**src/rtl/sss_pkg.sv**
```systemverilog
`timescale 1ns / 1ps
// ----------------------------------------------------------------------------
// sss_pkg: shared types and constants for sample set statistics
// Sizes of the accumulators, the divider and the job queue, plus the beat
// structs of both channels and the job record between front and back.
// ----------------------------------------------------------------------------
package sss_pkg;

    // Set size limit; all accumulator widths follow from it
    localparam int MAX_SAMPLES = 16;

    localparam int SAMPLE_W = 16;
    localparam int FRAC_W   = 16;
    localparam int MEAN_W   = 32;
    localparam int VAR_W    = 46;

    localparam int CNT_W  = $clog2(MAX_SAMPLES + 1);
    localparam int SUM_W  = SAMPLE_W + $clog2(MAX_SAMPLES) + 1;
    localparam int SQ_W   = 2 * SAMPLE_W - 1 + $clog2(MAX_SAMPLES);
    // |sum| never exceeds 2**(SUM_W-2), so one bit less holds it
    localparam int ABS_W  = SUM_W - 1;
    localparam int PROD_W = CNT_W + SQ_W;
    localparam int SQR_W  = 2 * ABS_W;
    localparam int D_W    = (PROD_W > SQR_W) ? PROD_W : SQR_W;

    // Divider: numerator carries the Q.16 scaling, divisor is sized for n*n
    localparam int NUM_W      = D_W + FRAC_W;
    localparam int DEN_W      = 2 * CNT_W;
    localparam int DIV_STEP_W = $clog2(NUM_W + 1);

    // Job queue between front and back
    localparam int QUEUE_DEPTH = 2;
    localparam int QPTR_W      = $clog2(QUEUE_DEPTH);
    localparam int QCNT_W      = $clog2(QUEUE_DEPTH + 1);

    // Input beat
    typedef struct packed {
        logic signed [SAMPLE_W-1:0] sample;
        logic                       last;
    } smp_beat_t;

    // Result beat
    typedef struct packed {
        logic signed [SAMPLE_W-1:0] max_value;
        logic signed [SAMPLE_W-1:0] min_value;
        logic signed [MEAN_W-1:0]   mean_q16;
        logic [VAR_W-1:0]           variance_q16;
        logic                       overflow;
    } res_beat_t;

    // Snapshot of one finished set
    typedef struct packed {
        logic signed [SAMPLE_W-1:0] max_value;
        logic signed [SAMPLE_W-1:0] min_value;
        logic signed [SUM_W-1:0]    sum;
        logic [SQ_W-1:0]            sumsq;
        logic [CNT_W-1:0]           cnt;
        logic                       overflow;
    } job_t;

endpackage

```
**src/rtl/sss_front.sv**
```systemverilog
`timescale 1ns / 1ps
// ----------------------------------------------------------------------------
// sss_front: sample accumulator
// Takes one sample per cycle while not stalled, tracks max, min, sum, sum of squares and
// count, and hands a snapshot of the set to the job queue on the last beat.
// ----------------------------------------------------------------------------
module sss_front
    import sss_pkg::*;
(
    input  logic      clk,
    input  logic      rst_n,
    input  logic      smp_valid,
    input  logic      smp_stall,
    input  smp_beat_t smp_data,
    output logic      job_push,
    output job_t      job_data
);

    logic signed [SAMPLE_W-1:0]   max_reg, max_next, max_upd;
    logic signed [SAMPLE_W-1:0]   min_reg, min_next, min_upd;
    logic signed [SUM_W-1:0]      sum_reg, sum_next, sum_upd;
    logic [SQ_W-1:0]              sumsq_reg, sumsq_next, sumsq_upd;
    logic [CNT_W-1:0]             cnt_reg, cnt_next, cnt_upd;
    logic                         ovf_reg, ovf_next, ovf_upd;
    logic signed [2*SAMPLE_W-1:0] sq;
    logic                         full;
    logic                         accept;

    assign accept = smp_valid && !smp_stall;
    assign full   = (cnt_reg == CNT_W'(MAX_SAMPLES));
    assign sq     = smp_data.sample * smp_data.sample;

    // Fold the sample in unless the set is already full
    always_comb
    begin
        max_upd   = max_reg;
        min_upd   = min_reg;
        sum_upd   = sum_reg;
        sumsq_upd = sumsq_reg;
        cnt_upd   = cnt_reg;
        ovf_upd   = ovf_reg;
        if (!full)
        begin
            if (cnt_reg == '0)
            begin
                max_upd = smp_data.sample;
                min_upd = smp_data.sample;
            end
            else
            begin
                if (smp_data.sample > max_reg)
                    max_upd = smp_data.sample;
                if (smp_data.sample < min_reg)
                    min_upd = smp_data.sample;
            end
            sum_upd   = sum_reg + SUM_W'(smp_data.sample);
            sumsq_upd = sumsq_reg + SQ_W'(sq[2*SAMPLE_W-2:0]);
            cnt_upd   = cnt_reg + CNT_W'(1);
        end
        else
        begin
            ovf_upd = 1'b1;
        end
    end

    // Snapshot goes out on the last beat, then everything clears
    always_comb
    begin
        job_push           = accept && smp_data.last;
        job_data.max_value = max_upd;
        job_data.min_value = min_upd;
        job_data.sum       = sum_upd;
        job_data.sumsq     = sumsq_upd;
        job_data.cnt       = cnt_upd;
        job_data.overflow  = ovf_upd;

        max_next   = max_reg;
        min_next   = min_reg;
        sum_next   = sum_reg;
        sumsq_next = sumsq_reg;
        cnt_next   = cnt_reg;
        ovf_next   = ovf_reg;
        if (accept)
        begin
            if (smp_data.last)
            begin
                max_next   = '0;
                min_next   = '0;
                sum_next   = '0;
                sumsq_next = '0;
                cnt_next   = '0;
                ovf_next   = 1'b0;
            end
            else
            begin
                max_next   = max_upd;
                min_next   = min_upd;
                sum_next   = sum_upd;
                sumsq_next = sumsq_upd;
                cnt_next   = cnt_upd;
                ovf_next   = ovf_upd;
            end
        end
    end

    // Accumulators
    always_ff @(posedge clk or negedge rst_n)
    begin
        if (!rst_n)
        begin
            max_reg   <= '0;
            min_reg   <= '0;
            sum_reg   <= '0;
            sumsq_reg <= '0;
            cnt_reg   <= '0;
            ovf_reg   <= 1'b0;
        end
        else
        begin
            max_reg   <= max_next;
            min_reg   <= min_next;
            sum_reg   <= sum_next;
            sumsq_reg <= sumsq_next;
            cnt_reg   <= cnt_next;
            ovf_reg   <= ovf_next;
        end
    end

endmodule

```
**src/rtl/sss_queue.sv**
```systemverilog
`timescale 1ns / 1ps
// ----------------------------------------------------------------------------
// sss_queue: job queue
// Small FIFO of finished-set snapshots between the accumulator and the
// result engine, so each side can stall on its own.
// ----------------------------------------------------------------------------
module sss_queue
    import sss_pkg::*;
(
    input  logic  clk,
    input  logic  rst_n,
    input  logic  push,
    input  job_t  push_data,
    output logic  full,
    input  logic  pop,
    output logic  pop_valid,
    output job_t  pop_data
);

    job_t              mem [QUEUE_DEPTH];
    logic [QPTR_W-1:0] wr_ptr_reg, wr_ptr_next;
    logic [QPTR_W-1:0] rd_ptr_reg, rd_ptr_next;
    logic [QCNT_W-1:0] cnt_reg, cnt_next;
    logic              do_push;
    logic              do_pop;

    assign full      = (cnt_reg == QCNT_W'(QUEUE_DEPTH));
    assign pop_valid = (cnt_reg != '0);
    assign pop_data  = mem[rd_ptr_reg];
    assign do_push   = push && !full;
    assign do_pop    = pop && pop_valid;

    // Pointer and fill bookkeeping
    always_comb
    begin
        wr_ptr_next = wr_ptr_reg;
        rd_ptr_next = rd_ptr_reg;
        cnt_next    = cnt_reg;
        if (do_push)
            wr_ptr_next = (wr_ptr_reg == QPTR_W'(QUEUE_DEPTH - 1)) ? '0
                                                                 : wr_ptr_reg + QPTR_W'(1);
        if (do_pop)
            rd_ptr_next = (rd_ptr_reg == QPTR_W'(QUEUE_DEPTH - 1)) ? '0
                                                                 : rd_ptr_reg + QPTR_W'(1);
        if (do_push && !do_pop)
            cnt_next = cnt_reg + QCNT_W'(1);
        else if (do_pop && !do_push)
            cnt_next = cnt_reg - QCNT_W'(1);
    end

    always_ff @(posedge clk or negedge rst_n)
    begin
        if (!rst_n)
        begin
            wr_ptr_reg <= '0;
            rd_ptr_reg <= '0;
            cnt_reg    <= '0;
        end
        else
        begin
            wr_ptr_reg <= wr_ptr_next;
            rd_ptr_reg <= rd_ptr_next;
            cnt_reg    <= cnt_next;
        end
    end

    // Storage
    always_ff @(posedge clk)
    begin
        if (do_push)
            mem[wr_ptr_reg] <= push_data;
    end

endmodule

```
**src/rtl/sss_div.sv**
```systemverilog
`timescale 1ns / 1ps
// ----------------------------------------------------------------------------
// sss_div: restoring divider
// Unsigned radix-2 divider, one quotient bit per cycle. done pulses in the
// cycle after the last step; quotient and remainder flag stay until the
// next start.
// ----------------------------------------------------------------------------
module sss_div
    import sss_pkg::*;
(
    input  logic             clk,
    input  logic             rst_n,
    input  logic             start,
    input  logic [NUM_W-1:0] num,
    input  logic [DEN_W-1:0] den,
    output logic             done,
    output logic [NUM_W-1:0] quot,
    output logic             rem_nz
);

    logic [NUM_W-1:0]      quo_reg;
    logic [DEN_W-1:0]      rem_reg;
    logic [DEN_W-1:0]      den_reg;
    logic [DIV_STEP_W-1:0] step_reg;
    logic                  run_reg;
    logic                  done_reg;
    logic [DEN_W:0]        trial;
    logic [DEN_W:0]        trial_sub;
    logic                  ge;

    // One shift-subtract step
    always_comb
    begin
        trial     = {rem_reg, quo_reg[NUM_W-1]};
        ge        = (trial >= {1'b0, den_reg});
        trial_sub = ge ? (trial - {1'b0, den_reg}) : trial;
    end

    // Step control
    always_ff @(posedge clk or negedge rst_n)
    begin
        if (!rst_n)
        begin
            run_reg  <= 1'b0;
            done_reg <= 1'b0;
            step_reg <= '0;
        end
        else if (start)
        begin
            run_reg  <= 1'b1;
            done_reg <= 1'b0;
            step_reg <= DIV_STEP_W'(NUM_W);
        end
        else if (run_reg)
        begin
            step_reg <= step_reg - DIV_STEP_W'(1);
            if (step_reg == DIV_STEP_W'(1))
            begin
                run_reg  <= 1'b0;
                done_reg <= 1'b1;
            end
        end
        else
        begin
            done_reg <= 1'b0;
        end
    end

    // Datapath
    always_ff @(posedge clk)
    begin
        if (start)
        begin
            quo_reg <= num;
            rem_reg <= '0;
            den_reg <= den;
        end
        else if (run_reg)
        begin
            quo_reg <= {quo_reg[NUM_W-2:0], ge};
            rem_reg <= trial_sub[DEN_W-1:0];
        end
    end

    assign done   = done_reg;
    assign quot   = quo_reg;
    assign rem_nz = (rem_reg != '0);

endmodule

```
**src/rtl/sss_back.sv**
```systemverilog
`timescale 1ns / 1ps
// ----------------------------------------------------------------------------
// sss_back: result engine
// Pops one set snapshot, forms n*sumsq - sum^2, runs the mean and variance
// divisions side by side and holds the result beat until it is taken.
// ----------------------------------------------------------------------------
module sss_back
    import sss_pkg::*;
(
    input  logic      clk,
    input  logic      rst_n,
    input  logic      job_valid,
    input  job_t      job_data,
    output logic      job_pop,
    output logic      res_valid,
    input  logic      res_stall,
    output res_beat_t res_data
);

    typedef enum logic [5:0] {
        B_IDLE = 6'b000001,
        B_MUL  = 6'b000010,
        B_DIFF = 6'b000100,
        B_LOAD = 6'b001000,
        B_DIV  = 6'b010000,
        B_OUT  = 6'b100000
    } back_state_t;

    back_state_t      state_reg, state_next;
    job_t             job_reg;
    logic [ABS_W-1:0] abs_reg, abs_next;
    logic             neg_reg, neg_next;
    logic [D_W-1:0]   prod_reg, prod_next;
    logic [D_W-1:0]   sqr_reg, sqr_next;
    logic [D_W-1:0]   diff;
    logic             res_valid_reg, res_valid_next;
    res_beat_t        res_data_reg, res_data_next;

    logic             div_start;
    logic [NUM_W-1:0] mean_num;
    logic [DEN_W-1:0] mean_den;
    logic [NUM_W-1:0] var_num;
    logic [DEN_W-1:0] var_den;
    logic             mean_done;
    logic             var_done;
    logic [NUM_W-1:0] mean_quot;
    logic [NUM_W-1:0] var_quot;
    logic             mean_rem_nz;
    logic             var_rem_nz;
    logic [MEAN_W:0]  mean_mag;

    // Magnitude and sign of the sum of the held job
    always_comb
    begin
        neg_next = job_reg.sum[SUM_W-1];
        abs_next = neg_next ? ABS_W'(-job_reg.sum) : ABS_W'(job_reg.sum);
    end

    // Products, registered before the subtract
    assign prod_next = D_W'(job_reg.cnt) * D_W'(job_reg.sumsq);
    assign sqr_next  = D_W'(abs_reg) * D_W'(abs_reg);
    assign diff      = (prod_reg > sqr_reg) ? (prod_reg - sqr_reg) : '0;

    // Divider operands
    assign mean_num = NUM_W'({abs_reg, {FRAC_W{1'b0}}});
    assign mean_den = DEN_W'(job_reg.cnt);
    assign var_num  = {diff, {FRAC_W{1'b0}}};
    assign var_den  = DEN_W'(job_reg.cnt) * DEN_W'(job_reg.cnt);

    // Floor rounding for a negative mean
    assign mean_mag = mean_quot[MEAN_W:0] + (MEAN_W+1)'(mean_rem_nz);

    // Sequencer
    always_comb
    begin
        state_next     = state_reg;
        job_pop        = 1'b0;
        div_start      = 1'b0;
        res_valid_next = res_valid_reg;
        res_data_next  = res_data_reg;
        case (state_reg)
            B_IDLE:
            begin
                if (job_valid)
                begin
                    job_pop    = 1'b1;
                    state_next = B_MUL;
                end
            end
            B_MUL:
            begin
                state_next = B_DIFF;
            end
            B_DIFF:
            begin
                state_next = B_LOAD;
            end
            B_LOAD:
            begin
                // products are registered, both operands are ready
                div_start  = 1'b1;
                state_next = B_DIV;
            end
            B_DIV:
            begin
                if (mean_done && var_done)
                begin
                    res_data_next.max_value    = job_reg.max_value;
                    res_data_next.min_value    = job_reg.min_value;
                    res_data_next.mean_q16     = neg_reg ? MEAN_W'(-mean_mag)
                                                         : mean_quot[MEAN_W-1:0];
                    res_data_next.variance_q16 = var_quot[VAR_W-1:0];
                    res_data_next.overflow     = job_reg.overflow;
                    res_valid_next             = 1'b1;
                    state_next                 = B_OUT;
                end
            end
            B_OUT:
            begin
                if (!res_stall)
                begin
                    res_valid_next = 1'b0;
                    state_next     = B_IDLE;
                end
            end
            default:
            begin
                state_next = B_IDLE;
            end
        endcase
    end

    // Control registers
    always_ff @(posedge clk or negedge rst_n)
    begin
        if (!rst_n)
        begin
            state_reg     <= B_IDLE;
            res_valid_reg <= 1'b0;
        end
        else
        begin
            state_reg     <= state_next;
            res_valid_reg <= res_valid_next;
        end
    end

    // Payload registers
    always_ff @(posedge clk)
    begin
        if (job_pop)
            job_reg <= job_data;
        if (state_reg == B_MUL)
        begin
            abs_reg  <= abs_next;
            neg_reg  <= neg_next;
        end
        if (state_reg == B_DIFF)
        begin
            prod_reg <= prod_next;
            sqr_reg  <= sqr_next;
        end
        res_data_reg <= res_data_next;
    end

    sss_div u_mean_div (
        .clk    (clk),
        .rst_n  (rst_n),
        .start  (div_start),
        .num    (mean_num),
        .den    (mean_den),
        .done   (mean_done),
        .quot   (mean_quot),
        .rem_nz (mean_rem_nz)
    );

    sss_div u_var_div (
        .clk    (clk),
        .rst_n  (rst_n),
        .start  (div_start),
        .num    (var_num),
        .den    (var_den),
        .done   (var_done),
        .quot   (var_quot),
        .rem_nz (var_rem_nz)
    );

    assign res_valid = res_valid_reg;
    assign res_data  = res_data_reg;

endmodule

```
**src/rtl/sample_set_statistics.sv**
```systemverilog
`timescale 1ns / 1ps
// ----------------------------------------------------------------------------
// sample_set_statistics: min / max / mean / variance of sample sets
// Accumulates signed samples and, on the last beat of each set, produces
// max, min, Q.16 mean and Q.16 population variance.
//
//   channel  | dir | beat        | handshake
//   ---------+-----+-------------+------------------------------
//   smp      | in  | smp_beat_t  | smp_valid / smp_stall
//   res      | out | res_beat_t  | res_valid / res_stall
//
// Samples are taken one per cycle while the job queue has room.
// The result engine finishes each set before it pops the next, its divider
// giving one quotient bit per cycle; up to two finished sets wait in
// the queue while the next set keeps streaming in.
// Reset clears all accumulators, empties the queue and clears the result valid flag.
// smp_stall rises only while the queue is full.
// ----------------------------------------------------------------------------
module sample_set_statistics
    import sss_pkg::*;
(
    input  logic      clk,
    input  logic      rst_n,
    input  logic      smp_valid,
    output logic      smp_stall,
    input  smp_beat_t smp_data,
    output logic      res_valid,
    input  logic      res_stall,
    output res_beat_t res_data
);

    logic job_push;
    job_t job_in;
    logic q_full;
    logic job_pop;
    logic job_valid;
    job_t job_out;

    assign smp_stall = q_full;

    sss_front u_front (
        .clk       (clk),
        .rst_n     (rst_n),
        .smp_valid (smp_valid),
        .smp_stall (smp_stall),
        .smp_data  (smp_data),
        .job_push  (job_push),
        .job_data  (job_in)
    );

    sss_queue u_queue (
        .clk       (clk),
        .rst_n     (rst_n),
        .push      (job_push),
        .push_data (job_in),
        .full      (q_full),
        .pop       (job_pop),
        .pop_valid (job_valid),
        .pop_data  (job_out)
    );

    sss_back u_back (
        .clk       (clk),
        .rst_n     (rst_n),
        .job_valid (job_valid),
        .job_data  (job_out),
        .job_pop   (job_pop),
        .res_valid (res_valid),
        .res_stall (res_stall),
        .res_data  (res_data)
    );

endmodule

```
**config.mk**
```make
export PLATFORM = sky130hd
export DESIGN_NAME = sample_set_statistics
export DESIGN_NICKNAME = d
export VERILOG_FILES = /design/src/rtl/sss_pkg.sv /design/src/rtl/sss_front.sv /design/src/rtl/sss_queue.sv /design/src/rtl/sss_div.sv /design/src/rtl/sss_back.sv /design/src/rtl/sample_set_statistics.sv
export SDC_FILE = /design/constraint.sdc
export NUM_CORES = 2
export LEC_CHECK = 0
export BUFFER_PORTS_ARGS = -buffer_cell sky130_fd_sc_hd__buf_2
export CAP_MARGIN = 10
export CORE_UTILIZATION = 25
export DETAILED_ROUTE_END_ITERATION = 8
export GPL_TIMING_DRIVEN = 0
export SLEW_MARGIN = 40
export SYNTH_ARGS = -nofsm -noshare
export SYNTH_HDL_FRONTEND = slang
export SYNTH_HIERARCHICAL = 1
export SYNTH_SLANG_ARGS = --single-unit
```
**constraint.sdc**
```tcl
create_clock -name clk -period 9.2 [get_ports clk]
set_clock_uncertainty 0.1 [all_clocks]
set_input_delay 0.46 -clock clk [delete_from_list [all_inputs] [get_ports clk]]
set_output_delay 0.46 -clock clk [all_outputs]
set_load 0.02 [all_outputs]
```
### Word-level counts from Yosys, hierarchy flattened

Memory sizes are Yosys's and may differ from the RTL's. A register that Yosys moved wholly into a read port is not among the register bits.
Cells that the tools add are included.

| cells by class | value |
|---|---|
| multiplexer cells | 57 |
| add/sub/neg operators | 15 |
| $lt $le $gt $ge | 5 |
| reduce and logical (&&, ||, !) cells | 20 |
| equality and inequality tests | 15 |
| multiply operators | 4 |

Operators with widths:

| operator | number |
|---|---|
| $mux 16 | 8 |
| $mux 56 | 2 |
| $mux 36 | 2 |
| $mux 35 | 2 |
| $mux 21 | 2 |
| $mux 6 | 7 |
| $gt 40x40->1 | 1 |
| $mul 20x20->40 | 1 |
| $mul 5x35->40 | 1 |
| $mux 40 | 1 |
| $sub 40x40->40 | 1 |
| $pmux 6 s6 | 1 |
| $add 35x31->35 | 1 |
| $add 32x1->32 | 1 |
| $mux 32 | 1 |
| $neg 32->32 | 1 |
| $mul 16x16->31 | 1 |
| $mux 1 | 23 |
| $add 21x16->21 | 1 |
| $mux 10 | 2 |
| $mux 20 | 1 |
| $neg 20->20 | 1 |
| $eq 6x1->1 const B | 3 |
| $gt 16x16->1 | 1 |
| other kinds (31) | 50 |

| word-level totals | value |
|---|---|
| input bits | 21 |
| logic and storage cells | 151 |
| register bits | 480 |
| memories kept | 1 |
| RAM bits | 188 |

Memories:

| memory | depth | width | rd ports | clocked after memory_dff | write ports | line | text |
|---|---|---|---|---|---|---|---|
| u_queue.mem | 2 | 94 | 1 | 1 | 1 | sss_queue.sv:20 | `job_t mem [QUEUE_DEPTH];` |

### Longest topological paths before layout

| depth | value |
|---|---|
| word-level depth | 9 |
| gate-level depth with buffers | 36 |
| gate-level depth less buffers | 34 |

### By module

Netlist, hierarchy kept.

By module, submodules not included:

| module | cells an instance | times used | sequential area each (um2) | area each (um2) |
|---|---|---|---|---|
| sss_back | 3127 | 1 | 9335.2 | 31845.5 |
| sss_front | 1918 | 1 | 2352.3 | 16573.4 |
| sss_div | 282 | 2 | 2382.3 | 3972.6 |
| sss_queue | 312 | 1 | 5745.5 | 7191.9 |

### Worst setup path before layout

OpenSTA, ideal clock, no wires.

| timing path | value |
|---|---|
| path kind | reg-to-reg |
| from | reg u_back.state_reg[1] |
| to | reg u_back.res_data_reg, in the netlist u_back/res_data[0] (enable) |
| path buffers | 0 |
| setup slack | -0.018 ns |
| stages on the path, launching flop included | 4 |
| setup time | 0.717 ns |
| arrival time | 8.402 ns |
| path through | dfrtp_1 > nor3_1 > nand2b_1 > nor3_1 |

| on the way | value |
|---|---|
| cells in the longest elaborated chain, start to end | 2 |

Ends and longest elaborated chain:

| item | line | text |
|---|---|---|
| start: declaration | sss_back.sv:29 | `back_state_t state_reg, state_next;` |
| start signal: assignment | sss_back.sv:143 | `state_reg <= state_next;` |
| $eq 6x5->1 | sss_back.sv:81 | `case (state_reg)` |
| $reduce_and 2->1 (no line) | -- |  |
| end signal: assignment | sss_back.sv:163 | `res_data_reg <= res_data_next;` |
| end: declaration | sss_back.sv:37 | `res_beat_t res_data_reg, res_data_next;` |

No other way between the ends.
A chain may end at the register's enable or synchronous reset.

### Final worst setup path

| timing path | value |
|---|---|
| from | reg u_back.abs_reg[7] |
| to | reg u_back.sqr_reg[32] (data pin) |

| on the way | value |
|---|---|
| cells in the longest elaborated chain, start to end | 1 |

Ends and longest elaborated chain:

| item | line | text |
|---|---|---|
| start: declaration | sss_back.sv:31 | `logic [ABS_W-1:0] abs_reg, abs_next;` |
| start signal: assignment | sss_back.sv:155 | `abs_reg <= abs_next;` |
| $mul 20x20->40 | sss_back.sv:61 | `assign sqr_next = D_W'(abs_reg) * D_W'(abs_reg);` |
| named net u_back.sqr_next[32] | sss_back.sv:34 | `logic [D_W-1:0] sqr_reg, sqr_next;` |
| end signal: assignment | sss_back.sv:161 | `sqr_reg <= sqr_next;` |
| end: declaration | sss_back.sv:34 |  |

The timed path passes the listed nets, and every way through them passes these cells.

==> flow_summary.toml <==
[outcome]
outcome = "complete, no violations"

[detailed_routing]
firstDrtPassIters = 5
wire_per_inst_um = 16.7
vias_per_cell = 4.52
vias = 43586
drc = 0
postRouteAntennaNets = 0
finalWirelength_mm = 161
first_iter_violations = 3201

[cts]
clockRootBuffer = "clkbuf_16"
tritoncts = "built"
htree_levels = 3
clk_pin_slew_ns = 0.07
clock_path_buffers = 3
insertion_delay_ns = 0.72
numCtsBuffers = 84
cts.sinks = 766
cts_setup_buffers = 0

[worst_setup_path]
slowest_delay_ns = 0.70
required_ns = 9.55
crit_slowest_cell = "a2111oi_1"
worst-setup-path-type = "reg2reg"
crit_arrival_ns = 9.19
r2r-start = "u_back/abs_reg[7]$_DFFE_PP_"
crit_path_max_fanout = 10
worstSetupStartpoint = "u_back/abs_reg[7]$_DFFE_PP_"
crit_path_frequent_cell = "fa_1"
crit_family = "adder cells"
crit_buf_inv = 7
startpoint_type = "flip-flop"
endpoint_kind = "flip-flop"

[floorplanning]
die_area_um2 = 256000
coreArea_um2 = 252000
rows = 184
die_h_um = 506
initial_core_util = 0.252
die_x_um = 506
io_pins = 134

[timing]
finalCritPeriodShare = 0.962
fin_tns_setup_ns = 0
max_slew.worst_pin.slew_ns = 0.842
layout_min_cycle_time_ns = 8.85
max_freq_mhz = 113
setup_viol = 0
hold_violations = 0
max-slew-margin-rel = 0.439
slew_violations = 0

[synthesis]
synth_area_um2 = 63500
syn_avg_cell_area_um2 = 10.7
synthCells = 5917
ys_warn_count = 6

[job]
max_cap_violations = 0

[global_route]
track_usage = 0.125
grt_pass1_vias = 44536
grt_max_degree = 58
grt_pass1_wl_mm = 254
antenna_found_initial = 6
grt_remaining_overflow = 0

[finish]
nets = 7337
layout-drive-gt1-share = 0.101
largest_reg_flops = 188
syn_to_final_growth_pct = 13.4

[placed_design]
io_buffer_count = 133
hpwl_mm = 129
place_congestion = 0.893

[min_path]
hold_class = "in2async"
-- final timing paths --
path | endpoint | slack (ns) | cells past startpoint
setup reg to reg | u_back/sqr_reg[32]$_DFFE_PP_ | 0.35 | 25
min in group clk | u_front/max_reg[13]$_DFFE_PN0P_ | 0.14 | 2
max in group asynchronous | u_front/sumsq_reg[30]$_DFFE_PN0P_ | 7.93 | 4
hold reg to reg | u_back/res_data[97]$_DFFE_PP_ | 0.31 | 0
hold / removal | u_front/max_reg[13]$_DFFE_PN0P_ | 0.04 | 2
setup / recovery | u_back/sqr_reg[32]$_DFFE_PP_ | 0.35 | 25
-- placed cells by master (no fill, tap or decap), types with 19 or more instances in the layout --
| cell type | instances |
|---|---|
| o21ai_0 | 203 |
| o31ai_1 | 23 |
| xor2_1 | 104 |
| inv_1 | 948 |
| and2_1 | 218 |
| conb_1 | 58 |
| edfxtp_1 | 625 |
| a211oi_1 | 43 |
| ha_1 | 489 |
| nor2b_1 | 39 |
| mux2i_1 | 26 |
| mux2_4 | 50 |
| nor2_1 | 246 |
| a21oi_1 | 235 |
| o21ai_1 | 34 |
| o21a_1 | 27 |
| nand2_1 | 545 |
| fa_1 | 611 |
| nand3_1 | 62 |
| nand4_1 | 36 |
| clkbuf_1 | 163 |
| a22o_1 | 55 |
| nor3_1 | 44 |
| mux2_2 | 161 |
| clkbuf_16 | 84 |
| dfxtp_1 | 20 |
| and3_1 | 24 |
| buf_2 | 146 |
| dfrtp_1 | 120 |
| xnor2_1 | 190 |
| a31oi_1 | 31 |
| o21bai_1 | 40 |
| nand2b_1 | 51 |
| buf_6 | 19 |
| a21o_1 | 129 |
-- final cells by class --
class / count / area [µm²]
clock buffer: 100 / 2180
buffer: 210 / 942
multi-input combinational: 4044 / 37100
inverter: 949 / 3560
fill: 26085 / 180000
clock inverter: 58 / 699
sequential: 766 / 22200
tap: 3348 / 4190
timing repair buffer: 161 / 1130
antenna: 3 / 7.51
-- repair_timing --
action                     4_1_cts  5_1_grt
hold endpoints to repair        68        0
setup endpoints to repair        6       19
pin swaps                        0        0
resized for setup                6       27
hold buffers                     2        0
gates cloned                     0        0
-- per-stage QoR --
stage          area [µm²]  utilization  instances  setup WS, ns  hold slack (ns)
2_1_floorplan       63800            -       5974          1.10           0.0644
3_3_place_gp        68600        0.272       9455        -0.957            0.303
3_5_place_dp        69100        0.274       9479        -0.970            0.178
4_1_cts             72000        0.285       9637        0.0110          0.00963
5_1_grt             72000        0.286       9636      -0.00156           0.0296
6_report            72000        0.286       9639         0.353           0.0414
-- per-layer routing --
layer	track usage	routed length [µm]	vias up
li1	-	-	20399
met1	0.179	76800	21951
met2	0.200	73500	1072
met3	0.0182	8280	158
met4	0.0259	2620	6
met5	0	43	-
Power is left out: the tool's default activity adds up to more than one toggle a clock period on the data nets, which glitch-free logic cannot reach.
